===== src/rgbhsl_pkg.sv =====
// Shared types, widths and constants for the RGB to HSL converter.
// No dependencies; every other file in src refers to it by scoped names.
package rgbhsl_pkg;

    localparam int ChanW  = 8;
    localparam int LightW = 9;
    localparam int HueW   = 15;
    localparam int SatW   = 16;

    // Divider operands: numerator, doubled divisor, quotient and low numerator part widths.
    localparam int NumW   = 25;
    localparam int DenW   = 9;
    localparam int QuotW  = 16;
    localparam int LowW   = NumW - DenW;
    localparam int Stages = QuotW;

    localparam int QDepth = 2;
    localparam int QPtrW  = $clog2(QDepth);
    localparam int QCntW  = $clog2(QDepth + 1);

    // Hue sector offsets in units of 60 degrees.
    localparam logic [2:0] OFF_RED      = 3'd0;
    localparam logic [2:0] OFF_RED_WRAP = 3'd6;
    localparam logic [2:0] OFF_GREEN    = 3'd2;
    localparam logic [2:0] OFF_BLUE     = 3'd4;

    localparam logic [LightW-1:0] LIGHT_HALF = 9'd255;
    localparam logic [LightW-1:0] LIGHT_FULL = 9'd510;
    localparam logic [NumW-1:0]   HUE_SCALE2 = 25'd7680;
    localparam logic [QuotW-1:0]  HUE_LIMIT  = 16'd23040;
    localparam logic [DenW-1:0]   DEN_IDLE   = 9'd2;

    typedef struct packed {
        logic [NumW-1:0]   sat_num;
        logic [DenW-1:0]   sat_den;
        logic [NumW-1:0]   hue_num;
        logic [DenW-1:0]   hue_den;
        logic [LightW-1:0] light;
    } t_work;

    // One restoring division step: returns the quotient bit above the new remainder.
    function automatic logic [DenW:0] div_step(input logic [DenW-1:0] rem,
                                               input logic            nbit,
                                               input logic [DenW-1:0] den);
        logic [DenW:0] t;
        logic          ge;
        t  = {rem, nbit};
        ge = (t >= {1'b0, den});
        if (ge) begin
            return {1'b1, DenW'(t - {1'b0, den})};
        end else begin
            return {1'b0, t[DenW-1:0]};
        end
    endfunction

endpackage


===== src/rgbhsl_front.sv =====
// Front end: channel max/min, chroma, hue sector and divider operands.
// Two register stages; depends on rgbhsl_pkg.
module rgbhsl_front (
    input  logic                               i_clk,
    input  logic                               i_rst_n,
    input  logic                               i_valid,
    output logic                               o_ready,
    input  logic [rgbhsl_pkg::ChanW-1:0]       i_red,
    input  logic [rgbhsl_pkg::ChanW-1:0]       i_green,
    input  logic [rgbhsl_pkg::ChanW-1:0]       i_blue,
    output logic                               o_valid,
    input  logic                               i_ready,
    output rgbhsl_pkg::t_work                  o_work
);

    logic                              adv;
    logic [rgbhsl_pkg::ChanW-1:0]      mx, mn;
    logic [2:0]                        off;
    logic signed [rgbhsl_pkg::ChanW:0] diff;

    logic                              r_vld1, n_vld1;
    logic [rgbhsl_pkg::ChanW-1:0]      r_c;
    logic [rgbhsl_pkg::LightW-1:0]     r_s;
    logic [2:0]                        r_off;
    logic signed [rgbhsl_pkg::ChanW:0] r_diff;

    logic                              r_vld2, n_vld2;
    rgbhsl_pkg::t_work                 r_work, n_work;

    logic [rgbhsl_pkg::ChanW-1:0]      d;
    logic [10:0]                       oc;
    logic signed [11:0]                vsum;
    logic [10:0]                       v;

    assign adv     = !r_vld2 || i_ready;
    assign o_ready = adv;
    assign o_valid = r_vld2;
    assign o_work  = r_work;

    always_comb begin
        mx = (i_red > i_green) ? i_red : i_green;
        if (i_blue > mx) begin
            mx = i_blue;
        end
        mn = (i_red < i_green) ? i_red : i_green;
        if (i_blue < mn) begin
            mn = i_blue;
        end
        priority if (mx == i_red) begin
            diff = $signed({1'b0, i_green}) - $signed({1'b0, i_blue});
            off  = (i_green < i_blue) ? rgbhsl_pkg::OFF_RED_WRAP : rgbhsl_pkg::OFF_RED;
        end else if (mx == i_green) begin
            diff = $signed({1'b0, i_blue}) - $signed({1'b0, i_red});
            off  = rgbhsl_pkg::OFF_GREEN;
        end else begin
            diff = $signed({1'b0, i_red}) - $signed({1'b0, i_green});
            off  = rgbhsl_pkg::OFF_BLUE;
        end
    end

    // The hue numerator folds the sector offset in: (off * c + diff) is never negative.
    always_comb begin
        d    = (r_s > rgbhsl_pkg::LIGHT_HALF) ? 8'(rgbhsl_pkg::LIGHT_FULL - r_s) : r_s[7:0];
        oc   = 11'(r_off) * 11'(r_c);
        vsum = $signed({1'b0, oc}) + $signed({{3{r_diff[8]}}, r_diff});
        v    = vsum[10:0];
        n_work.light = r_s;
        if (r_c == '0) begin
            n_work.sat_num = '0;
            n_work.sat_den = rgbhsl_pkg::DEN_IDLE;
            n_work.hue_num = '0;
            n_work.hue_den = rgbhsl_pkg::DEN_IDLE;
        end else begin
            n_work.sat_num = (25'(r_c) << 17) - (25'(r_c) << 1) + 25'(d);
            n_work.sat_den = {d, 1'b0};
            n_work.hue_num = 25'(v) * rgbhsl_pkg::HUE_SCALE2 + 25'(r_c);
            n_work.hue_den = {r_c, 1'b0};
        end
        n_vld1 = adv ? i_valid : r_vld1;
        n_vld2 = adv ? r_vld1 : r_vld2;
    end

    always_ff @(posedge i_clk) begin
        if (!i_rst_n) begin
            r_vld1 <= 1'b0;
            r_vld2 <= 1'b0;
        end else begin
            r_vld1 <= n_vld1;
            r_vld2 <= n_vld2;
        end
    end

    always_ff @(posedge i_clk) begin
        if (adv) begin
            r_c    <= mx - mn;
            r_s    <= 9'(mx) + 9'(mn);
            r_off  <= off;
            r_diff <= diff;
            r_work <= n_work;
        end
    end

endmodule


===== src/rgbhsl_queue.sv =====
// Short word queue between the front end and the divider pipeline.
// Depends on rgbhsl_pkg for the word type and depth.
module rgbhsl_queue (
    input  logic              i_clk,
    input  logic              i_rst_n,
    input  logic              i_valid,
    output logic              o_ready,
    input  rgbhsl_pkg::t_work i_work,
    output logic              o_valid,
    input  logic              i_ready,
    output rgbhsl_pkg::t_work o_work
);

    rgbhsl_pkg::t_work               r_mem [rgbhsl_pkg::QDepth];
    logic [rgbhsl_pkg::QPtrW-1:0]    r_wr, n_wr, r_rd, n_rd;
    logic [rgbhsl_pkg::QCntW-1:0]    r_cnt, n_cnt;
    logic                            wr, rd;

    assign o_ready = (r_cnt != rgbhsl_pkg::QCntW'(rgbhsl_pkg::QDepth));
    assign o_valid = (r_cnt != '0);
    assign o_work  = r_mem[r_rd];
    assign wr      = i_valid && o_ready;
    assign rd      = o_valid && i_ready;

    always_comb begin
        n_wr  = r_wr;
        n_rd  = r_rd;
        n_cnt = r_cnt;
        if (wr) begin
            n_wr = (r_wr == rgbhsl_pkg::QPtrW'(rgbhsl_pkg::QDepth - 1)) ? '0 : r_wr + 1'b1;
        end
        if (rd) begin
            n_rd = (r_rd == rgbhsl_pkg::QPtrW'(rgbhsl_pkg::QDepth - 1)) ? '0 : r_rd + 1'b1;
        end
        if (wr && !rd) begin
            n_cnt = r_cnt + 1'b1;
        end else if (rd && !wr) begin
            n_cnt = r_cnt - 1'b1;
        end
    end

    always_ff @(posedge i_clk) begin
        if (!i_rst_n) begin
            r_wr  <= '0;
            r_rd  <= '0;
            r_cnt <= '0;
        end else begin
            r_wr  <= n_wr;
            r_rd  <= n_rd;
            r_cnt <= n_cnt;
        end
    end

    always_ff @(posedge i_clk) begin
        if (wr) begin
            r_mem[r_wr] <= i_work;
        end
    end

    a_cnt_bound: assert property (@(posedge i_clk) disable iff (!i_rst_n)
        r_cnt <= rgbhsl_pkg::QCntW'(rgbhsl_pkg::QDepth))
        else $error("queue count exceeds depth");

endmodule


===== src/rgbhsl_back.sv =====
// Back end: two pipelined restoring dividers, one quotient bit per stage,
// for saturation and hue. Depends on rgbhsl_pkg.
module rgbhsl_back (
    input  logic                              i_clk,
    input  logic                              i_rst_n,
    input  logic                              i_valid,
    output logic                              o_ready,
    input  rgbhsl_pkg::t_work                 i_work,
    output logic                              o_valid,
    input  logic                              i_ready,
    output logic [rgbhsl_pkg::HueW-1:0]       o_hue,
    output logic [rgbhsl_pkg::SatW-1:0]       o_sat,
    output logic [rgbhsl_pkg::LightW-1:0]     o_light
);

    localparam int NS = rgbhsl_pkg::Stages;

    logic                            adv;
    logic                            r_vld   [NS];
    logic [rgbhsl_pkg::DenW-1:0]     r_rem_s [NS];
    logic [rgbhsl_pkg::DenW-1:0]     r_rem_h [NS];
    logic [rgbhsl_pkg::LowW-1:0]     r_num_s [NS];
    logic [rgbhsl_pkg::LowW-1:0]     r_num_h [NS];
    logic [rgbhsl_pkg::QuotW-1:0]    r_q_s   [NS];
    logic [rgbhsl_pkg::QuotW-1:0]    r_q_h   [NS];
    logic [rgbhsl_pkg::DenW-1:0]     r_den_s [NS];
    logic [rgbhsl_pkg::DenW-1:0]     r_den_h [NS];
    logic [rgbhsl_pkg::LightW-1:0]   r_light [NS];

    logic                            n_vld   [NS];
    logic [rgbhsl_pkg::DenW-1:0]     n_rem_s [NS];
    logic [rgbhsl_pkg::DenW-1:0]     n_rem_h [NS];
    logic [rgbhsl_pkg::LowW-1:0]     n_num_s [NS];
    logic [rgbhsl_pkg::LowW-1:0]     n_num_h [NS];
    logic [rgbhsl_pkg::QuotW-1:0]    n_q_s   [NS];
    logic [rgbhsl_pkg::QuotW-1:0]    n_q_h   [NS];
    logic [rgbhsl_pkg::DenW-1:0]     n_den_s [NS];
    logic [rgbhsl_pkg::DenW-1:0]     n_den_h [NS];
    logic [rgbhsl_pkg::LightW-1:0]   n_light [NS];

    assign adv     = !r_vld[NS-1] || i_ready;
    assign o_ready = adv;
    assign o_valid = r_vld[NS-1];
    assign o_hue   = r_q_h[NS-1][rgbhsl_pkg::HueW-1:0];
    assign o_sat   = r_q_s[NS-1];
    assign o_light = r_light[NS-1];

    // The top numerator bits start as the remainder; the quotient is known to
    // fit in QuotW bits, so each stage retires one more numerator bit.
    always_comb begin
        logic [rgbhsl_pkg::DenW-1:0]  rs, rh, ds, dh;
        logic [rgbhsl_pkg::LowW-1:0]  ns, nh;
        logic [rgbhsl_pkg::QuotW-1:0] qs, qh;
        logic [rgbhsl_pkg::DenW:0]    st, sh;
        for (int k = 0; k < NS; k++) begin
            if (k == 0) begin
                rs = i_work.sat_num[rgbhsl_pkg::NumW-1:rgbhsl_pkg::LowW];
                ns = i_work.sat_num[rgbhsl_pkg::LowW-1:0];
                rh = i_work.hue_num[rgbhsl_pkg::NumW-1:rgbhsl_pkg::LowW];
                nh = i_work.hue_num[rgbhsl_pkg::LowW-1:0];
                qs = '0;
                qh = '0;
                ds = i_work.sat_den;
                dh = i_work.hue_den;
                n_light[k] = i_work.light;
                n_vld[k]   = i_valid;
            end else begin
                rs = r_rem_s[k-1];
                ns = r_num_s[k-1];
                rh = r_rem_h[k-1];
                nh = r_num_h[k-1];
                qs = r_q_s[k-1];
                qh = r_q_h[k-1];
                ds = r_den_s[k-1];
                dh = r_den_h[k-1];
                n_light[k] = r_light[k-1];
                n_vld[k]   = r_vld[k-1];
            end
            st = rgbhsl_pkg::div_step(rs, ns[rgbhsl_pkg::LowW-1], ds);
            sh = rgbhsl_pkg::div_step(rh, nh[rgbhsl_pkg::LowW-1], dh);
            n_rem_s[k] = st[rgbhsl_pkg::DenW-1:0];
            n_rem_h[k] = sh[rgbhsl_pkg::DenW-1:0];
            n_q_s[k]   = {qs[rgbhsl_pkg::QuotW-2:0], st[rgbhsl_pkg::DenW]};
            n_q_h[k]   = {qh[rgbhsl_pkg::QuotW-2:0], sh[rgbhsl_pkg::DenW]};
            n_num_s[k] = {ns[rgbhsl_pkg::LowW-2:0], 1'b0};
            n_num_h[k] = {nh[rgbhsl_pkg::LowW-2:0], 1'b0};
            n_den_s[k] = ds;
            n_den_h[k] = dh;
        end
    end

    always_ff @(posedge i_clk) begin
        if (!i_rst_n) begin
            for (int k = 0; k < NS; k++) begin
                r_vld[k] <= 1'b0;
            end
        end else if (adv) begin
            for (int k = 0; k < NS; k++) begin
                r_vld[k] <= n_vld[k];
            end
        end
    end

    always_ff @(posedge i_clk) begin
        if (adv) begin
            for (int k = 0; k < NS; k++) begin
                r_rem_s[k] <= n_rem_s[k];
                r_rem_h[k] <= n_rem_h[k];
                r_num_s[k] <= n_num_s[k];
                r_num_h[k] <= n_num_h[k];
                r_q_s[k]   <= n_q_s[k];
                r_q_h[k]   <= n_q_h[k];
                r_den_s[k] <= n_den_s[k];
                r_den_h[k] <= n_den_h[k];
                r_light[k] <= n_light[k];
            end
        end
    end

    a_hue_range: assert property (@(posedge i_clk) disable iff (!i_rst_n)
        o_valid |-> (r_q_h[NS-1] < rgbhsl_pkg::HUE_LIMIT))
        else $error("hue quotient out of range");

    a_sat_rem: assert property (@(posedge i_clk) disable iff (!i_rst_n)
        o_valid |-> (r_rem_s[NS-1] < r_den_s[NS-1]))
        else $error("saturation remainder not below divisor");

    a_black: assert property (@(posedge i_clk) disable iff (!i_rst_n)
        (o_valid && (o_light == '0)) |-> ((o_hue == '0) && (o_sat == '0)))
        else $error("black pixel with nonzero hue or saturation");

endmodule


===== src/rgb_to_hsl_converter_top.sv =====
// Top level of the RGB to HSL converter: front end, word queue, divider back end.
// Depends on rgbhsl_pkg, rgbhsl_front, rgbhsl_queue and rgbhsl_back.
//
// Usage:
//   Input channel i_valid/o_ready carries one pixel word (i_red_in, i_green_in,
//   i_blue_in). Output channel o_valid/i_ready carries one result word
//   (o_hue_out in 1/64 degree, o_saturation_out as Q0.16, o_lightness_out as
//   max plus min). Every pixel gives exactly one result, in order.
//   Throughput is one pixel per clock while the receiver does not stall. Each
//   result passes through the two front-end stages, one queue slot and the
//   16-stage divider pipeline (one quotient bit per stage).
//   Reset empties all stages and the queue; no state is carried between pixels.
//   When the receiver stalls, the divider pipeline holds, while the front end
//   keeps accepting until the two-word queue and its own output stage are full.
module rgb_to_hsl_converter_top (
    input  logic                              i_clk,
    input  logic                              i_rst_n,
    input  logic                              i_valid,
    output logic                              o_ready,
    input  logic [rgbhsl_pkg::ChanW-1:0]      i_red_in,
    input  logic [rgbhsl_pkg::ChanW-1:0]      i_green_in,
    input  logic [rgbhsl_pkg::ChanW-1:0]      i_blue_in,
    output logic                              o_valid,
    input  logic                              i_ready,
    output logic [rgbhsl_pkg::HueW-1:0]       o_hue_out,
    output logic [rgbhsl_pkg::SatW-1:0]       o_saturation_out,
    output logic [rgbhsl_pkg::LightW-1:0]     o_lightness_out
);

    logic              f_valid, f_ready, q_valid, q_ready;
    rgbhsl_pkg::t_work f_work, q_work;

    rgbhsl_front u_front (
        .i_clk   (i_clk),
        .i_rst_n (i_rst_n),
        .i_valid (i_valid),
        .o_ready (o_ready),
        .i_red   (i_red_in),
        .i_green (i_green_in),
        .i_blue  (i_blue_in),
        .o_valid (f_valid),
        .i_ready (f_ready),
        .o_work  (f_work)
    );

    rgbhsl_queue u_queue (
        .i_clk   (i_clk),
        .i_rst_n (i_rst_n),
        .i_valid (f_valid),
        .o_ready (f_ready),
        .i_work  (f_work),
        .o_valid (q_valid),
        .i_ready (q_ready),
        .o_work  (q_work)
    );

    rgbhsl_back u_back (
        .i_clk   (i_clk),
        .i_rst_n (i_rst_n),
        .i_valid (q_valid),
        .o_ready (q_ready),
        .i_work  (q_work),
        .o_valid (o_valid),
        .i_ready (i_ready),
        .o_hue   (o_hue_out),
        .o_sat   (o_saturation_out),
        .o_light (o_lightness_out)
    );

endmodule

===== config.mk =====
export PLATFORM = sky130hd
export DESIGN_NAME = rgb_to_hsl_converter_top
export DESIGN_NICKNAME = d
export VERILOG_FILES = /design/src/rgbhsl_pkg.sv /design/src/rgbhsl_front.sv /design/src/rgbhsl_queue.sv /design/src/rgbhsl_back.sv /design/src/rgb_to_hsl_converter_top.sv
export SDC_FILE = /design/constraint.sdc
export NUM_CORES = 2
export LEC_CHECK = 0
export ABC_AREA = 1
export ABC_CLOCK_PERIOD_IN_PS = 38200
export BUFFER_PORTS_ARGS = -buffer_cell sky130_fd_sc_hd__buf_2
export CAP_MARGIN = 25
export CORE_MARGIN = 5
export CORE_UTILIZATION = 30
export CTS_CLUSTER_SIZE = 14
export DETAILED_ROUTE_END_ITERATION = 16
export HOLD_SLACK_MARGIN = 0.1
export MAX_ROUTING_LAYER = met4
export PLACE_DENSITY = 0.41
export SYNTH_ARGS = -nofsm -noshare
export SYNTH_HDL_FRONTEND = slang
export SYNTH_HIERARCHICAL = 1
export SYNTH_SLANG_ARGS = --single-unit

===== constraint.sdc =====
create_clock -name i_clk -period 38.2 [get_ports i_clk]
set_input_delay 5.73 -clock i_clk [delete_from_list [all_inputs] [get_ports i_clk]]
set_output_delay 5.73 -clock i_clk [all_outputs]
set_load 0.02 [all_outputs]

==> summary.md <==
| Metric | Value |
|---|---|
| Status | finished, final reports clean |
| Layout cells sized above 1 | around an eighth |
| Multi-input gate area | roughly 23000 um2 |
| Synth unique cells | slightly above 50 |
| Final min period | around 11 ns |
| Final WL | approximately 140000 um |
| Filler instances | between 20000 and 25000 |
| Largest family of logic cells by synthesized area | simple AND/OR/NAND/NOR gates |
| Cts hold-fix bufs | 0 |
| Top-Level Pins | 70 |
| Pre-antenna DRT Iters | 5 |
| DP Area | 75600 um2 |
| Congestion Overflow GR | 0 |
| Final setup fails | 0 |
| # clock sinks | roughly 1400 |
| WP data required | slightly below 40 ns |
| Number of synthesis warnings | 6 |
| Setup WS pre-CTS | about 27 ns |
| Initial antenna violation count | 4 |
| Seq/Total Area, Yosys | 60.8% |
| Final hold violation count | 0 |
| Antenna violation net count after detailed routing | 0 |
| CTS tree | done |
| Clk Latency, worst-skew pair | ~0.79 ns |
| Syn-to-layout area delta | 13.4% |
| Max incr delay on CP | approximately 0.53 ns |
| Fin. max-slew vios | 0 |
| Min setup slack post-route | between 20 and 30 ns |
| Post-synthesis async set-or-reset flop share | 0% |
| XOR/XNOR Fraction of Synth Area | 1.56% |
| Synth Area in Compound Gates | under 10% |
| WL/cell | around 14 um |
| First-pass GRT wire length | around 230000 um |
| # DRC | 0 |
| Slew @ Worst Pin | 1.09 ns |
| Pin count of the biggest net entering global routing | between 150 and 200 |
| Setup bufs post-CTS | 0 |
| DR iter-0 viols | between 2000 and 2500 |
| Slowest-stage cell, CP | inv_1 |
| I/O Buffers | between 60 and 70 |
| Gr usage total | 11.9% |
| CTS resizes | 0 |
| Setup CP Type | in2reg |
| Min-delay worst type | reg2reg |
| Worst path most repeated cell | nand2_1 |
| R2r worst-path depth | 24 |
| H-Tree Level Count | 4 |
| F_max | between 90 and 100 MHz |
| Synth Area in Adders | roughly 8.5% |
| Max-cap viol count | 0 |
| CTS max path bufs | 3 |
| Synthesized cell area | 71400 um2 |
| Vias per std cell | ~4.3 |
| Simple-Gate Fraction of Synth Area | 19.3% |
| Worst path arrival time | approximately 11 ns |
| Max Clock Skew | between 0.05 and 0.06 ns |
| RePlAce Congestion | a little over 0.8 |
| WHS Path Cells | 0 |
| Mapped Cells | about 6400 |
| Die area | 248000 um2 |
| Clk pin slew, worst setup/hold paths | approximately 0.060 ns |
| Sequential cell area | between 40000 and 50000 um2 |
| Routed vias | between 40000 and 50000 |
| Vias in the first global route | between 40000 and 50000 |
| Core area | approximately 240000 um2 |
| Root Buffer | clkbuf_16 |
| Starting Density | a little under a third |
| Design area | around 81000 um2 |
| Die Y | between 400 and 500 um |
| CTS Buf Count | approximately 170 |
| Setup_tns | 0 ns |
| Worst setup SP type | primary input |
| Max FO, Critical Path | 27 |
| Post-synth EDFFs | 1440 |
| Max_slew headroom | a little over a quarter |
| NumNets Final | roughly 7000 |
| Die Wd | roughly 500 um |
| RSZ-0062 raised after global routing | false |
| Hpwl dp | about 100000 um |
| CP endpoint kind | flop |
| Most used flip-flop cell after synthesis | edfxtp_1 |
| Post-synthesis mux area share | 1.37% |
| Syn Area/Cell | 11.1 um2 |
| #FFs+latches synth | ~1400 |
| Row count | 179 |
| Final Cycle Share | between 20% and 30% |
## cell type report
cell class                 instances  area share [%]
sequential                      1448            53.6
timing repair buffer              88           0.649
clock buffer                     205            5.47
clock inverter                    96            1.08
inverter                        1141            5.30
antenna                            3         0.00928
tap                             3167            4.90
multi-input combinational       3791            28.9
## cell families after synthesis
| family | after synthesis |
|---|---|
| AND/OR/NAND/NOR | 2885 |
| flip-flops | 1448 |
| buffers and inverters | 1187 |
| adder cells (fa/ha/maj) | 451 |
| AO/OA/AOI/OAI | 247 |
| XOR/XNOR | 127 |
| multiplexers | 77 |
| other | 1 |
## metal layers
layer  wire, um  GRT usage [%]
met2      69700           19.7
met3       4860           2.04
met4       3850           3.59
met1      65100           14.8
met5          0              -
## metrics by stage
step,cells,hold WS [ns],util [%]
6_report,9939,0.397,34.1
5_1_grt,9938,0.407,34.1
4_1_cts,9936,0.389,34.1
3_5_place_dp,9635,0.405,31.8
3_3_place_gp,9635,0.400,31.8
2_1_floorplan,6426,0.400,-
## worst paths after layout
| check | start | to | slack, ns |
|---|---|---|---|
| hold / removal | u_back/r_num_h[0][23]$_DFFE_PN_ | u_back/r_num_h[0][38]$_DFFE_PN_ | 0.40 |
| hold reg to reg | u_back/r_num_h[0][23]$_DFFE_PN_ | u_back/r_num_h[0][38]$_DFFE_PN_ | 0.40 |
| setup / recovery | i_green_in[6] | u_front/r_s[8]$_DFFE_PP_ | 27.40 |
| setup reg to reg | u_front/r_off[2]$_DFFE_PP_ | u_front/o_work[41]$_SDFFCE_PN0P_ | 32.35 |
## flip-flops by register name, indices dropped and copies added (netlist names), 9 cells and up, named ones only
signal and count:
u_back/r_den_h 135, u_back/r_rem_h 135, u_back/r_rem_s 135, u_back/r_light 144, u_queue/r_mem 154, u_back/r_num_h 120
u_back/r_q_h 120, u_back/r_vld 16, u_front/r_diff 9, u_back/r_den_s 135, u_back/r_q_s 136, u_back/r_num_s 120
u_front/o_work 64
## layout by cell type, fill, tap and decap left out, drive strengths merged, types with 7 or more instances in the layout
cell type / n
nand2: 1928
edfxtp: 1440
inv: 1149
nand3: 608
ha: 392
nor2: 237
clkbuf: 205
a21oi: 154
xor2: 116
buf: 88
mux2: 77
clkinv: 67
o21ai: 64
fa: 59
nand4: 40
nor3: 37
nand3b: 25
clkinvlp: 11
xnor2: 11
bufinv: 10
o21bai: 9
dfxtp: 8
or2: 7
## cell usage after synthesis, drive strengths merged (2+ instances only)
| cell type | number | area (um2) |
|---|---|---|
| clkbuf | 18 | 67.6 |
| a31oi | 3 | 18.8 |
| ha | 392 | 4900 |
| mux2 | 77 | 980 |
| nor2 | 237 | 1400 |
| nor3 | 37 | 310 |
| nand4 | 40 | 263 |
| o21bai | 9 | 67.6 |
| a21oi | 154 | 872 |
| nand2 | 1928 | 8320 |
| dfxtp | 8 | 160 |
| o31ai | 4 | 30.0 |
| o21a | 4 | 30.0 |
| a21boi | 2 | 15.0 |
| clkinv | 2 | 8.75 |
| nand3 | 608 | 3250 |
| a21o | 4 | 30.0 |
| xnor2 | 11 | 96.3 |
| and2 | 2 | 12.5 |
| fa | 59 | 1180 |
| nand3b | 25 | 191 |
| o21ai | 64 | 320 |
| xor2 | 116 | 1020 |
| or2 | 7 | 43.8 |
| buf | 28 | 228 |
| inv | 1139 | 4280 |
| edfxtp | 1440 | 43200 |
## worst max-delay path, delay by kind of cell
family                   cells  cell delay [ns]
AO/OA/AOI/OAI                6             1.19
adder cells (fa/ha/maj)      3             1.12
buffers and inverters        5             0.97
AND/OR/NAND/NOR             15             2.41
Power is left out: the tool's default activity adds up to more than one toggle a clock period on the data nets, which glitch-free logic cannot reach.
